`src/hw/rtl/linear_gain_ramp_saturate_unit_macros.svh`:
```
// assertion helpers shared by the gain ramp rtl
`ifndef LINEAR_GAIN_RAMP_SATURATE_UNIT_MACROS_SVH
`define LINEAR_GAIN_RAMP_SATURATE_UNIT_MACROS_SVH

// same-cycle implication
`define LGRS_ASSERT_IMP(lbl, clk, rst_n, ante, cons, msg) \
    lbl: assert property (@(posedge clk) disable iff (!rst_n) (ante) |-> (cons)) \
        else $error(msg);

// next-cycle implication
`define LGRS_ASSERT_NXT(lbl, clk, rst_n, ante, cons, msg) \
    lbl: assert property (@(posedge clk) disable iff (!rst_n) (ante) |=> (cons)) \
        else $error(msg);

`endif

```
`src/hw/rtl/lgrs_pkg.sv`:
```
`timescale 1ns / 1ps
`default_nettype none

package lgrs_pkg;

    localparam int SAMPLE_W  = 32;
    localparam int MAG_W     = 32;
    localparam int Q_FRAC    = 32;
    localparam int ACC_W     = 47;
    localparam int STEP_W    = 34;
    localparam int DIVN_W    = 33;
    localparam int CFG_IDX_W = 3;
    localparam int Q_DEPTH   = 4;
    localparam int Q_PTR_W   = 2;

    localparam logic [CFG_IDX_W-1:0] CFG_START_GAIN    = 3'd0;
    localparam logic [CFG_IDX_W-1:0] CFG_END_GAIN      = 3'd1;
    localparam logic [CFG_IDX_W-1:0] CFG_SAMPLE_WIDTH  = 3'd2;
    localparam logic [CFG_IDX_W-1:0] CFG_CHANNEL_COUNT = 3'd3;
    localparam logic [CFG_IDX_W-1:0] CFG_FRAME_COUNT   = 3'd4;

    localparam logic [SAMPLE_W-1:0] SAT16_MAX = 32'h0000_7FFF;
    localparam logic [SAMPLE_W-1:0] SAT32_MAX = 32'h7FFF_FFFF;
    localparam logic [SAMPLE_W-1:0] SAT16_MIN = 32'hFFFF_8000;
    localparam logic [SAMPLE_W-1:0] SAT32_MIN = 32'h8000_0000;

    typedef struct packed {
        logic signed [SAMPLE_W-1:0] sample_in;
        logic                       buffer_start;
    } t_in_item;

    typedef struct packed {
        logic signed [SAMPLE_W-1:0] sample_out;
        logic                       clipped;
    } t_out_item;

    typedef struct packed {
        logic             wide;
        logic             neg;
        logic [MAG_W-1:0] mag;
        logic [ACC_W-1:0] acc;
    } t_job;

endpackage

`default_nettype wire

```
`src/hw/rtl/lgrs_div.sv`:
```
`timescale 1ns / 1ps
`default_nettype none
`include "linear_gain_ramp_saturate_unit_macros.svh"

module lgrs_div
    import lgrs_pkg::*;
#(
    parameter int DEN_W = 16
) (
    input  wire logic              i_clk,
    input  wire logic              i_rst_n,
    input  wire logic              i_start,
    input  wire logic [DIVN_W-1:0] i_num,
    input  wire logic [DEN_W-1:0]  i_den,
    output logic                   o_done,
    output logic [DIVN_W-1:0]      o_quo
);

    localparam int CNT_W = $clog2(DIVN_W + 1);

    logic              r_busy, n_busy;
    logic              r_done, n_done;
    logic [CNT_W-1:0]  r_cnt, n_cnt;
    logic [DIVN_W-1:0] r_q, n_q;
    logic [DEN_W-1:0]  r_rem, n_rem;
    logic [DEN_W-1:0]  r_den, n_den;
    logic [DEN_W:0]    trial;
    logic              fits;

    always_comb begin
        n_busy = r_busy;
        n_done = 1'b0;
        n_cnt  = r_cnt;
        n_q    = r_q;
        n_rem  = r_rem;
        n_den  = r_den;
        trial  = {r_rem, r_q[DIVN_W-1]};
        fits   = trial >= {1'b0, r_den};
        if (i_start) begin
            n_busy = 1'b1;
            n_cnt  = '0;
            n_q    = i_num;
            n_rem  = '0;
            n_den  = i_den;
        end else if (r_busy) begin
            n_rem = fits ? DEN_W'(trial - {1'b0, r_den}) : trial[DEN_W-1:0];
            n_q   = {r_q[DIVN_W-2:0], fits};
            n_cnt = r_cnt + CNT_W'(1);
            if (r_cnt == CNT_W'(DIVN_W - 1)) begin
                n_busy = 1'b0;
                n_done = 1'b1;
            end
        end
    end

    always_ff @(posedge i_clk) begin
        if (!i_rst_n) begin
            r_busy <= 1'b0;
            r_done <= 1'b0;
            r_cnt  <= '0;
        end else begin
            r_busy <= n_busy;
            r_done <= n_done;
            r_cnt  <= n_cnt;
        end
        r_q   <= n_q;
        r_rem <= n_rem;
        r_den <= n_den;
    end

    assign o_done = r_done;
    assign o_quo  = r_q;

    `LGRS_ASSERT_IMP(a_div_no_restart, i_clk, i_rst_n, r_busy, !i_start,
        "divider restarted while busy")
    `LGRS_ASSERT_IMP(a_div_done_idle, i_clk, i_rst_n, r_done, !r_busy,
        "divider done while still busy")

endmodule

`default_nettype wire

```
`src/hw/rtl/lgrs_front.sv`:
```
`timescale 1ns / 1ps
`default_nettype none
`include "linear_gain_ramp_saturate_unit_macros.svh"

module lgrs_front
    import lgrs_pkg::*;
#(
    parameter int MAX_CHANNELS   = 8,
    parameter int FRAME_BITS     = 16,
    parameter int GAIN_FRAC_BITS = 16,
    parameter int CFG_W          = 17
) (
    input  wire logic                  i_clk,
    input  wire logic                  i_rst_n,
    input  wire logic                  i_cfg_valid,
    output logic                       o_cfg_ready,
    input  wire logic [CFG_IDX_W-1:0]  i_cfg_index,
    input  wire logic [CFG_W-1:0]      i_cfg_data,
    input  wire logic                  i_in_valid,
    output logic                       o_in_stall,
    input  wire t_in_item              i_in_item,
    output logic                       o_push,
    output t_job                       o_job,
    input  wire logic                  i_full,
    output logic                       o_div_start,
    output logic [DIVN_W-1:0]          o_div_num,
    output logic [FRAME_BITS-1:0]      o_div_den,
    input  wire logic                  i_div_done,
    input  wire logic [DIVN_W-1:0]     i_div_quo
);

    localparam int GW      = GAIN_FRAC_BITS + 1;
    localparam int Q_SHIFT = Q_FRAC - GAIN_FRAC_BITS;
    localparam int CH_W    = (MAX_CHANNELS > 1) ? $clog2(MAX_CHANNELS) : 1;
    localparam int ECH_W   = 5;

    localparam logic ST_RUN = 1'b0;
    localparam logic ST_DIV = 1'b1;

    localparam logic [ACC_W-1:0] ACC_MAX = {ACC_W{1'b1}};

    logic                     r_state, n_state;
    logic                     r_pend, n_pend;
    logic                     r_neg, n_neg;
    logic [GW-1:0]            r_sg;
    logic [GW-1:0]            r_eg;
    logic                     r_wide;
    logic [3:0]               r_cc;
    logic [FRAME_BITS-1:0]    r_fc;
    logic [FRAME_BITS-1:0]    r_frame, n_frame;
    logic [CH_W-1:0]          r_chan, n_chan;
    logic [ACC_W-1:0]         r_acc, n_acc;
    logic signed [STEP_W-1:0] r_step, n_step;

    logic                     in_fire;
    logic                     adv, beg, beg_pend;
    logic [ECH_W-1:0]         eff_ch;
    logic [ECH_W-1:0]         chan_inc;
    logic [FRAME_BITS-1:0]    eff_fr;
    logic [FRAME_BITS-1:0]    frame_inc;
    logic signed [STEP_W-1:0] quo_pos, quo_s, adv_step;
    logic signed [ACC_W+1:0]  acc_sum;
    logic [ACC_W-1:0]         acc_reload;
    logic [GW-1:0]            gain_diff;
    logic [MAG_W-1:0]         mag;
    logic                     neg;
    logic [16:0]              m16;

    // effective channel and frame counts
    always_comb begin
        if (r_cc == 4'd0) begin
            eff_ch = ECH_W'(1);
        end else if (ECH_W'(r_cc) > ECH_W'(MAX_CHANNELS)) begin
            eff_ch = ECH_W'(MAX_CHANNELS);
        end else begin
            eff_ch = ECH_W'(r_cc);
        end
        eff_fr = (r_fc == '0) ? FRAME_BITS'(1) : r_fc;
    end

    assign chan_inc   = ECH_W'(r_chan) + ECH_W'(1);
    assign frame_inc  = r_frame + FRAME_BITS'(1);
    assign acc_reload = ACC_W'(r_sg) << Q_SHIFT;
    assign gain_diff  = (r_eg >= r_sg) ? (r_eg - r_sg) : (r_sg - r_eg);
    assign quo_pos    = $signed({1'b0, i_div_quo});
    assign quo_s      = r_neg ? -quo_pos : quo_pos;
    assign adv_step   = (r_state == ST_RUN) ? r_step : quo_s;
    assign acc_sum    = $signed({2'b00, r_acc}) + (ACC_W + 2)'(adv_step);

    assign o_cfg_ready = (r_state == ST_RUN);
    assign o_in_stall  = (r_state != ST_RUN) || i_full;
    assign in_fire     = i_in_valid && !o_in_stall;

    // sample classification
    always_comb begin
        m16 = 17'h10000 - {1'b0, i_in_item.sample_in[15:0]};
        if (r_wide) begin
            neg = i_in_item.sample_in[SAMPLE_W-1];
            mag = neg ? (MAG_W'(0) - MAG_W'(i_in_item.sample_in))
                      : MAG_W'(i_in_item.sample_in);
        end else begin
            neg = i_in_item.sample_in[15];
            mag = neg ? MAG_W'(m16) : MAG_W'(i_in_item.sample_in[15:0]);
        end
    end

    assign o_push     = in_fire;
    assign o_job.wide = r_wide;
    assign o_job.neg  = neg;
    assign o_job.mag  = mag;
    assign o_job.acc  = i_in_item.buffer_start ? acc_reload : r_acc;

    assign o_div_num = DIVN_W'(gain_diff) << Q_SHIFT;
    assign o_div_den = eff_fr;

    always_comb begin
        n_state  = r_state;
        n_pend   = r_pend;
        n_neg    = r_neg;
        n_frame  = r_frame;
        n_chan   = r_chan;
        n_acc    = r_acc;
        n_step   = r_step;
        adv      = 1'b0;
        beg      = 1'b0;
        beg_pend = 1'b0;
        if (r_state == ST_RUN) begin
            if (in_fire) begin
                if (i_in_item.buffer_start) begin
                    beg      = 1'b1;
                    beg_pend = 1'b1;
                end else begin
                    adv = 1'b1;
                end
            end
        end else if (i_div_done) begin
            n_step  = quo_s;
            n_state = ST_RUN;
            n_pend  = 1'b0;
            adv     = r_pend;
        end
        if (adv) begin
            if (chan_inc >= eff_ch) begin
                n_chan  = '0;
                n_frame = frame_inc;
                if (acc_sum[ACC_W+1]) begin
                    n_acc = '0;
                end else if (acc_sum[ACC_W]) begin
                    n_acc = ACC_MAX;
                end else begin
                    n_acc = acc_sum[ACC_W-1:0];
                end
                if (frame_inc >= eff_fr) begin
                    beg = 1'b1;
                end
            end else begin
                n_chan = CH_W'(chan_inc);
            end
        end
        if (beg) begin
            n_acc   = acc_reload;
            n_frame = '0;
            n_chan  = '0;
            n_state = ST_DIV;
            n_pend  = beg_pend;
            n_neg   = r_eg < r_sg;
        end
    end

    assign o_div_start = beg;

    always_ff @(posedge i_clk) begin
        if (!i_rst_n) begin
            r_state <= ST_RUN;
            r_pend  <= 1'b0;
            r_neg   <= 1'b0;
            r_sg    <= GW'(1) << GAIN_FRAC_BITS;
            r_eg    <= GW'(1) << GAIN_FRAC_BITS;
            r_wide  <= 1'b0;
            r_cc    <= 4'd2;
            r_fc    <= FRAME_BITS'(1024);
            r_frame <= '0;
            r_chan  <= '0;
            r_acc   <= ACC_W'(1) << Q_FRAC;
            r_step  <= '0;
        end else begin
            r_state <= n_state;
            r_pend  <= n_pend;
            r_neg   <= n_neg;
            r_frame <= n_frame;
            r_chan  <= n_chan;
            r_acc   <= n_acc;
            r_step  <= n_step;
            if (i_cfg_valid && o_cfg_ready) begin
                unique case (i_cfg_index)
                    CFG_START_GAIN:    r_sg   <= i_cfg_data[GW-1:0];
                    CFG_END_GAIN:      r_eg   <= i_cfg_data[GW-1:0];
                    CFG_SAMPLE_WIDTH:  r_wide <= i_cfg_data[0];
                    CFG_CHANNEL_COUNT: r_cc   <= i_cfg_data[3:0];
                    CFG_FRAME_COUNT:   r_fc   <= i_cfg_data[FRAME_BITS-1:0];
                    default: begin
                    end
                endcase
            end
        end
    end

    `LGRS_ASSERT_IMP(a_div_idx_clear, i_clk, i_rst_n, r_state == ST_DIV,
        (r_frame == '0) && (r_chan == '0), "indexes not cleared during step division")
    `LGRS_ASSERT_IMP(a_done_expected, i_clk, i_rst_n, i_div_done, r_state == ST_DIV,
        "step quotient arrived while not waiting")

endmodule

`default_nettype wire

```
`src/hw/rtl/lgrs_fifo.sv`:
```
`timescale 1ns / 1ps
`default_nettype none
`include "linear_gain_ramp_saturate_unit_macros.svh"

module lgrs_fifo
    import lgrs_pkg::*;
(
    input  wire logic i_clk,
    input  wire logic i_rst_n,
    input  wire logic i_push,
    input  wire t_job i_job,
    output logic      o_full,
    input  wire logic i_pop,
    output logic      o_valid,
    output t_job      o_job
);

    t_job               r_mem [Q_DEPTH];
    logic [Q_PTR_W-1:0] r_wr;
    logic [Q_PTR_W-1:0] r_rd;
    logic [Q_PTR_W:0]   r_cnt;
    logic               pop;

    assign o_full  = r_cnt == (Q_PTR_W + 1)'(Q_DEPTH);
    assign o_valid = r_cnt != '0;
    assign o_job   = r_mem[r_rd];
    assign pop     = i_pop && o_valid;

    always_ff @(posedge i_clk) begin
        if (!i_rst_n) begin
            r_wr  <= '0;
            r_rd  <= '0;
            r_cnt <= '0;
        end else begin
            if (i_push) begin
                r_wr <= r_wr + Q_PTR_W'(1);
            end
            if (pop) begin
                r_rd <= r_rd + Q_PTR_W'(1);
            end
            if (i_push && !pop) begin
                r_cnt <= r_cnt + (Q_PTR_W + 1)'(1);
            end else if (pop && !i_push) begin
                r_cnt <= r_cnt - (Q_PTR_W + 1)'(1);
            end
        end
        if (i_push) begin
            r_mem[r_wr] <= i_job;
        end
    end

    `LGRS_ASSERT_IMP(a_no_overflow, i_clk, i_rst_n, i_push, !o_full,
        "request queue written while full")

endmodule

`default_nettype wire

```
`src/hw/rtl/lgrs_back.sv`:
```
`timescale 1ns / 1ps
`default_nettype none
`include "linear_gain_ramp_saturate_unit_macros.svh"

module lgrs_back
    import lgrs_pkg::*;
(
    input  wire logic i_clk,
    input  wire logic i_rst_n,
    input  wire logic i_valid,
    input  wire t_job i_job,
    output logic      o_pop,
    output logic      o_out_valid,
    input  wire logic i_out_stall,
    output t_out_item o_out_item
);

    localparam int HI_W   = ACC_W - Q_FRAC;
    localparam int PHI_W  = MAG_W + HI_W;
    localparam int PROD_W = PHI_W + 1;

    logic                    r_s1_v;
    logic                    r_s1_neg;
    logic                    r_s1_wide;
    logic [PHI_W-1:0]        r_hi;
    logic [MAG_W-1:0]        r_lo;
    logic                    r_out_v;
    t_out_item               r_out;

    logic                    out_move;
    logic                    s1_ready;
    logic [MAG_W+Q_FRAC-1:0] lo_full;
    logic [PROD_W-1:0]       prod;
    logic [PROD_W-1:0]       limit;
    logic [PROD_W-1:0]       sat;
    logic                    clip;

    assign out_move = !r_out_v || !i_out_stall;
    assign s1_ready = !r_s1_v || out_move;
    assign o_pop    = i_valid && s1_ready;
    assign lo_full  = i_job.mag * i_job.acc[Q_FRAC-1:0];

    // second stage: sum of partial products and saturation
    always_comb begin
        prod  = PROD_W'(r_hi) + PROD_W'(r_lo);
        limit = r_s1_wide ? PROD_W'(SAT32_MAX) : PROD_W'(SAT16_MAX);
        if (r_s1_neg) begin
            clip = prod > (limit + PROD_W'(1));
            sat  = clip ? (limit + PROD_W'(1)) : prod;
        end else begin
            clip = prod > limit;
            sat  = clip ? limit : prod;
        end
    end

    always_ff @(posedge i_clk) begin
        if (!i_rst_n) begin
            r_s1_v  <= 1'b0;
            r_out_v <= 1'b0;
        end else begin
            if (s1_ready) begin
                r_s1_v <= o_pop;
            end
            if (out_move) begin
                r_out_v <= r_s1_v;
            end
        end
        if (o_pop) begin
            r_s1_neg  <= i_job.neg;
            r_s1_wide <= i_job.wide;
            r_hi      <= i_job.mag * i_job.acc[ACC_W-1:Q_FRAC];
            r_lo      <= lo_full[MAG_W+Q_FRAC-1:Q_FRAC];
        end
        if (out_move && r_s1_v) begin
            r_out.sample_out <= r_s1_neg ? $signed(SAMPLE_W'(0) - SAMPLE_W'(sat))
                                         : $signed(SAMPLE_W'(sat));
            r_out.clipped    <= clip;
        end
    end

    assign o_out_valid = r_out_v;
    assign o_out_item  = r_out;

    `LGRS_ASSERT_IMP(a_clip_at_limit, i_clk, i_rst_n, r_out_v && r_out.clipped,
        (r_out.sample_out == SAT32_MAX) || (r_out.sample_out == SAT32_MIN) ||
        (r_out.sample_out == SAT16_MAX) || (r_out.sample_out == SAT16_MIN),
        "clipped result not at a saturation limit")

endmodule

`default_nettype wire

```
`src/hw/rtl/linear_gain_ramp_saturate_unit.sv`:
```
`timescale 1ns / 1ps
`default_nettype none

// Linear gain ramp with saturation for interleaved signed PCM. Within a buffer
// one sample is taken per clock unless stalled; every frame's channels share one
// gain that moves by a fixed step per frame from start_gain toward end_gain. A
// sample with buffer_start, and the buffer that starts by itself after the last
// frame, first run the per-frame step through a 33-step restoring divider: such a
// buffer start holds off the next sample until the quotient is back, with a second
// division when the same sample also closes a one-frame buffer, and configuration
// writes are not taken meanwhile. A result is offered through a four-deep request
// queue, a multiply stage and a saturating output register; a stalled output holds
// off input only once the queue and both stages are full. Gains take effect at the
// next buffer start; sample width, channel and frame counts at once.
module linear_gain_ramp_saturate_unit
    import lgrs_pkg::*;
#(
    parameter int MAX_CHANNELS   = 8,
    parameter int FRAME_BITS     = 16,
    parameter int GAIN_FRAC_BITS = 16,
    localparam int CFG_W = (GAIN_FRAC_BITS + 1 > FRAME_BITS) ? GAIN_FRAC_BITS + 1 : FRAME_BITS
) (
    input  wire logic                 i_clk,
    input  wire logic                 i_rst_n,
    input  wire logic                 i_cfg_valid,
    output logic                      o_cfg_ready,
    input  wire logic [CFG_IDX_W-1:0] i_cfg_index,
    input  wire logic [CFG_W-1:0]     i_cfg_data,
    input  wire logic                 i_in_valid,
    output logic                      o_in_stall,
    input  wire t_in_item             i_in_item,
    output logic                      o_out_valid,
    input  wire logic                 i_out_stall,
    output t_out_item                 o_out_item
);

    logic                  push;
    logic                  full;
    logic                  q_valid;
    logic                  pop;
    t_job                  push_job;
    t_job                  pop_job;
    logic                  div_start;
    logic [DIVN_W-1:0]     div_num;
    logic [FRAME_BITS-1:0] div_den;
    logic                  div_done;
    logic [DIVN_W-1:0]     div_quo;

    lgrs_front #(
        .MAX_CHANNELS   (MAX_CHANNELS),
        .FRAME_BITS     (FRAME_BITS),
        .GAIN_FRAC_BITS (GAIN_FRAC_BITS),
        .CFG_W          (CFG_W)
    ) u_front (
        .i_clk       (i_clk),
        .i_rst_n     (i_rst_n),
        .i_cfg_valid (i_cfg_valid),
        .o_cfg_ready (o_cfg_ready),
        .i_cfg_index (i_cfg_index),
        .i_cfg_data  (i_cfg_data),
        .i_in_valid  (i_in_valid),
        .o_in_stall  (o_in_stall),
        .i_in_item   (i_in_item),
        .o_push      (push),
        .o_job       (push_job),
        .i_full      (full),
        .o_div_start (div_start),
        .o_div_num   (div_num),
        .o_div_den   (div_den),
        .i_div_done  (div_done),
        .i_div_quo   (div_quo)
    );

    lgrs_div #(
        .DEN_W (FRAME_BITS)
    ) u_div (
        .i_clk   (i_clk),
        .i_rst_n (i_rst_n),
        .i_start (div_start),
        .i_num   (div_num),
        .i_den   (div_den),
        .o_done  (div_done),
        .o_quo   (div_quo)
    );

    lgrs_fifo u_fifo (
        .i_clk   (i_clk),
        .i_rst_n (i_rst_n),
        .i_push  (push),
        .i_job   (push_job),
        .o_full  (full),
        .i_pop   (pop),
        .o_valid (q_valid),
        .o_job   (pop_job)
    );

    lgrs_back u_back (
        .i_clk       (i_clk),
        .i_rst_n     (i_rst_n),
        .i_valid     (q_valid),
        .i_job       (pop_job),
        .o_pop       (pop),
        .o_out_valid (o_out_valid),
        .i_out_stall (i_out_stall),
        .o_out_item  (o_out_item)
    );

endmodule

`default_nettype wire
```
`config.mk`:
```
export PLATFORM = sky130hd
export DESIGN_NAME = linear_gain_ramp_saturate_unit
export DESIGN_NICKNAME = d
export VERILOG_FILES = /design/src/hw/rtl/lgrs_pkg.sv /design/src/hw/rtl/lgrs_div.sv /design/src/hw/rtl/lgrs_front.sv /design/src/hw/rtl/lgrs_fifo.sv /design/src/hw/rtl/lgrs_back.sv /design/src/hw/rtl/linear_gain_ramp_saturate_unit.sv
export VERILOG_INCLUDE_DIRS = /design/src /design/src/hw/rtl
export SDC_FILE = /design/constraint.sdc
export NUM_CORES = 2
export LEC_CHECK = 0
export ABC_AREA = 0
export ABC_CLOCK_PERIOD_IN_PS = 9750
export BUFFER_PORTS_ARGS = -buffer_cell sky130_fd_sc_hd__clkbuf_2
export CAP_MARGIN = 10
export CORE_MARGIN = 2
export CORE_UTILIZATION = 60
export CTS_CLUSTER_SIZE = 28
export DETAILED_ROUTE_END_ITERATION = 12
export PLACE_DENSITY = 0.88
export RECOVER_POWER = 100
export REMOVE_ABC_BUFFERS = 1
export SYNTH_ARGS = -nofsm -noshare
export SYNTH_HDL_FRONTEND = slang
export SYNTH_SLANG_ARGS = --single-unit
```
`constraint.sdc`:
```
create_clock -name i_clk -period 9.75 [get_ports i_clk]
set_input_delay 1.4625 -clock i_clk [delete_from_list [all_inputs] [get_ports i_clk]]
set_output_delay 1.4625 -clock i_clk [all_outputs]
set_load 0.02 [all_outputs]
```
== After elaboration in Yosys (flattened, before gate mapping) ==
Memories as Yosys holds them, arrays and structs flattened. A register that Yosys moved wholly into a read port is not among the register bits.
Cells that the tools add are included.

* Add/sub/neg operators: 17
* Multipliers: 2
* Magnitude comparators: 8
* Equal/unequal tests: 6
* Mux-type cells: 52
* Bitwise gates (word level): 3
* Reductions and logical operators: 37

{| class="wikitable"
|+ Operator list
! kind !! number
|-
| $mux 32 || 6
|-
| $mux 33 || 5
|-
| $mux 47 || 3
|-
| $mux 34 || 2
|-
| $mul 32x32->64 || 1
|-
| $sub 1x32->32 const A || 2
|-
| $add 48x34->49 || 1
|-
| $add 47x32->48 || 1
|-
| $gt 48x31->1 || 1
|-
| $gt 48x48->1 || 1
|-
| $mul 32x15->47 || 1
|-
| $mux 17 || 2
|-
| $neg 33->34 || 1
|-
| $sub 17x17->17 || 2
|-
| $add 31x1->32 const B || 1
|-
| $mux 16 || 2
|-
| $mux 31 || 1
|-
| $mux 1 || 24
|-
| $reduce_and 2->1 || 9
|-
| $ge 17x16->1 || 1
|-
| $ge 17x17->1 || 1
|-
| $lt 17x17->1 || 1
|-
| $sub 17x16->17 const A || 1
|-
| $add 16x1->16 const B || 1
|-
| other kinds (27) || 54
|}

* Register bits after elaboration: 354
* Memory bits (writable): 324
* Input port bits: 58
* Output and inout port bits: 36
* Logic and storage cells: 157
* Memories: 1

{| class="wikitable"
|+ Memory list
! name !! depth !! width !! rd ports !! clocked after Yosys merged registers in !! wr ports !! line !! text
|-
| u_fifo.r_mem || 4 || 81 || 1 || 1 || 1 || lgrs_fifo.sv:18 || <nowiki>t_job r_mem [Q_DEPTH];</nowiki>
|}

== Longest topological paths before layout ==
* Depth after elaboration: 11
* Depth in mapped cells: 37
* Depth with buffers taken out: 33

== By module ==
A second synthesis with hierarchy kept.

* Cells, all modules: 8,617
* Area total of the unflattened synthesis: 84,124.4 µm²

{| class="wikitable"
|+ By module, submodules not included
! module !! instances !! cells an instance !! area an instance (µm²) !! seq. area each (µm²)
|-
| lgrs_back || 1 || 5,971 || 54,666.2 || 3,463.3
|-
| lgrs_front || 1 || 1,830 || 13,321.5 || 3,163.0
|-
| lgrs_fifo || 1 || 466 || 12,229.2 || 9,909.5
|-
| lgrs_div || 1 || 350 || 3,907.5 || 1,951.9
|}

== Least setup slack after synthesis ==
Ideal clock, no wire load.

* Kind: register to register
* From: register with a tool-made name
* To: register u_back.r_lo[30] (data pin)
* Setup time: 0.258 ns
* Arrival time: 9.538 ns
* Required time: 9.492 ns
* Path slack: -0.046 ns
* Stages on the path, launching flop included: 36
* Buffers on the path: 5
* Clock period less this slack: 9.796 ns
* Cell sequence: dfxtp_1 clkbuf_1 buf_1 clkbuf_1 clkbuf_1 nand2_1 o21ai_1 clkbuf_1 nor2_1 fa_1 inv_1 fa_1 inv_1 fa_1 inv_1 fa_1 inv_1 fa_1 fa_1 fa_1 fa_1 ha_1 and4_1 nand2_1 nor4b_1 nand4_1 o211ai_1 o31ai_1 o211a_1 nor3_1 a21oi_1 a211oi_1 a221o_1 a21o_1 a21oi_1 xnor2_1

{| class="wikitable"
|+ RTL lines
! item !! line !! text
|-
| to (signal assigned) || lgrs_back.sv:72 || <nowiki>r_lo <= lo_full[MAG_W+Q_FRAC-1:Q_FRAC];</nowiki>
|-
| to (decl) || lgrs_back.sv:26 || <nowiki>logic [MAG_W-1:0] r_lo;</nowiki>
|}

==> results.md <==
* Final WL at 241500 µm
* # setup viols final at 0
* Largest net degree at the start of global routing at 123
* Final worst-path cycle share at 97.90%
* XOR/XNOR Fraction of Synth Area at 2.774%
* Clk root buf: clkbuf_16
* Adder-cell share of the synthesized area at approximately two fifths
* Drc violations at 0
* CTS clk-pin slew, worst paths at 0.06 ns
* Core outline area at around 0.14 mm²
* Slew @ Worst Pin at 4.926 ns
* Initial Utilization at 60.45%
* GPL Wtd Cong at about 1.0
* Initial antenna violation count at 11
* Via count of the first global-routing pass at roughly 67000
* Slowest stage delay, CP at about 0.73 ns
* Hold Vio Cnt, Final at 0
* Synth Area in Compound Gates at 9.357%
* Clk buf depth at 3
* CP arrival at 10.00 ns
* Area Growth Syn to Fin at 8.052%
* Simple-gate share of the synthesized area at 14.06%
* HPWL after detailed placement at 185400 µm
* Failing checks: capacitance limit, slew limit
* Hold path startpoint: u_front.r_fc[10]$_SDFFE_PN1P_
* Yosys cell types at 90
* Synthesized cell area at 0.08178 mm²
* Most used DFF post-synth: edfxtp_1
* CTS buffer count at between 70 and 80
* H-Tree Depth at 3
* Row count at 135
* Total GRT Usage at 34.74%
* Drt pass-1 iters at 7
* Residual overflow from global routing at 0
* Fraction of layout cells with a size suffix above 1 at 7.965%
* Die Span Y at 373.2 µm
* Final core utilization at between 60 and 70%
* Synth Warn # at 0
* Vias at 64458
* Buffers on Ports at between 90 and 100
* Num ports at 94
* Pins Over Slew Limit at 603
* Top cell by count, worst path: fa_1
* Relative slew slack at -228.4%
* CP max-delay cell: o21ai_2
* Clock latency on the worst-skew pair at 0.71 ns
* Min-delay worst type: reg2reg
* Mux contribution to synthesized area at around 3.3%
* Max Cap Viol at 11
* Clock skew at 0.05875 ns
* # clock sinks at 680
* Cells after synthesis at 8636
* Final Critical Period at 9.545 ns
* Global-route wire length before repair at 376000 µm
* Placed cells at 10337
* Avg WL per Cell at ~23 µm
* Status: finished with violations
* DR vias/cell at 6.142
* CP Max Fanout at 21
* Number of synthesized flops with an enable pin at 471
* Seq/Total Area, Yosys at 22.41%
* Reg2Reg Depth at 28
* Fmax at between 100 and 150 MHz
* Flop2flop setup slack at 0.20 ns
* Required time of the critical path at 10.20 ns
* Detailed router's first-iteration violation count at 6736
* Largest family of logic cells by synthesized area: adder cells
* WS Path Type: reg2reg
* CP startpoint kind: flip-flop
* Hold path cells at 0
* Nets at 10538
* Synth Register Bits at 680
* Hold path endpoint: u_div.r_den[10]$_DFFE_PP_
* Syn Area/Cell at 9.470 µm²
* Area of the die at 0.1393 mm²
* CTS tree: yes
* Setup crit end kind: flip-flop
* Post-synthesis async set-or-reset flop share at 0%
* Width of the die at between 300 and 400 µm
* Post-route ant nets at 0
* Post-Layout Cell Count at 10494
* FF-to-FF End: u_back.r_hi[46]$_DFFE_PP_
worst max-delay path by stage:
stage                                end  depth (start not counted)  startpoint
2_1_floorplan  u_back.r_lo[30]$_DFFE_PP_                         30   flip-flop
3_3_place_gp   u_back.r_lo[31]$_DFFE_PP_                         33   flip-flop
3_5_place_dp   u_back.r_lo[31]$_DFFE_PP_                         33   flip-flop
4_1_cts        u_back.r_lo[30]$_DFFE_PP_                         35   flip-flop
5_1_grt        u_back.r_lo[26]$_DFFE_PP_                         40   flip-flop
6_report       u_back.r_hi[46]$_DFFE_PP_                         28   flip-flop
logic make-up after synthesis:
kind of cell | Yosys count
mux | 234
xor+xnor | 259
buf+inv | 1765
compound gates | 1172
fa+ha+maj | 1840
flops | 680
simple gates | 2686
repair_timing:
action,in CTS,in global routing
resized for setup,1,21
gates cloned,0,1
hold buffers,0,0
pin swaps,1,2
buffers inserted,1,4
setup endpoints to repair,7,16
critical path, delay by kind of cell, from the launching register on:
kind	cells	cell delay, ns
mux	1	0.37
flops	1	0.43
fa+ha+maj	7	3.41
xor+xnor	1	0.42
compound gates	10	2.83
buf+inv	5	0.94
simple gates	4	0.86
area by class of cell:
type / instances / area (µm²)
flip-flops and latches: 680 / 18340
well taps: 1781 / 2228
repair buffers: 385 / 3166
inverters: 1306 / 4902
diodes: 12 / 30.03
multi-input cells: 6191 / 57140
clock buffers: 105 / 2126
fillers: 10018 / 46930
clock inverters: 34 / 437.9
state kept, by name (all words and copies together) (netlist names), 17 cells and up, named ones only:
name / cells
u_fifo.r_mem: 324
u_back.r_lo: 32
u_front.r_eg: 17
u_front.r_acc: 47
u_back.o_out_item: 33
u_back.r_hi: 47
u_front.r_step: 34
u_div.o_quo: 33
u_front.r_sg: 17
metal layers:
metal,vias to the layer above,share of wire [%],global-route usage [%]
met5,-,0.033,0
met4,12,7.2,20.36
met3,1027,12,9.123
met2,4011,46,55.72
met1,31772,35,42.52
li1,27636,-,-
metrics by stage:
step / setup TNS (ns) / setup slack (ns) / hold slack, ns / cell area, µm²
after floorplan: -164.57 / -3.879 / 0.4316 / 80030
after global placement: 0 / 0.02147 / 0.4476 / 85690
after detailed placement: -0.3038 / -0.1304 / 0.4528 / 85690
after CTS: 0 / 0.04088 / 0.4665 / 88270
after global routing: -0.1675 / -0.08793 / 0.4758 / 88340
final: 0 / 0.2047 / 0.4666 / 88370
cell usage in the layout (no fill, tap or decap), types with 70 or more instances in the layout:
cell / instances
xor2_1: 107
a21oi_1: 281
inv_1: 1305
dfxtp_1: 205
a21o_1: 128
buf_4: 236
xnor2_1: 151
mux2_2: 80
o21a_1: 92
nand2_1: 1105
ha_1: 551
nor2_1: 1012
fa_1: 1289
and2_1: 77
edfxtp_1: 471
clkbuf_1: 71
nor2b_1: 75
o21ai_0: 201
nand3_1: 70
mux2i_1: 118
clkbuf_16: 81
cells in the mapped netlist (12+ instances only):
library cell  number  share of area, %
nand2b_1          50              0.38
fa_1            1289                32
o22ai_1           12             0.092
and4_1            13              0.14
mux4_2            17              0.47
or2_2             36              0.28
ha_1             551               8.4
edfxtp_1         471                17
and3_1            36              0.28
nor2_1          1012               4.6
inv_1           1305               6.0
mux2_2            97               1.3
nor3_1            54              0.33
clkbuf_1         415               1.9
nand3_1           70              0.43
nand2_1         1105               5.1
o211a_1           32              0.39
nor4_1            21              0.16
o21ai_0          209               1.3
nor2b_1           75              0.57
o21a_1            92              0.84
o21bai_1          25              0.23
a31oi_1           25              0.19
o31ai_1           26              0.24
xnor2_1          152               1.6
a211oi_1          31              0.28
and2_1            93              0.71
mux2i_1          119               1.5
o21ai_1           70              0.43
dfxtp_1          209               5.1
nand4_1           46              0.35
or4_1             14              0.13
o211ai_1          19              0.17
a21boi_0          70              0.64
o41ai_1           12              0.13
a21oi_1          284               1.7
buf_1             32              0.15
a21o_1           128               1.2
or3_1             23              0.18
xor2_1           107               1.1
Power is not shown: default switching activity piles up to over one toggle a cycle in this logic, so the estimate is an artifact.
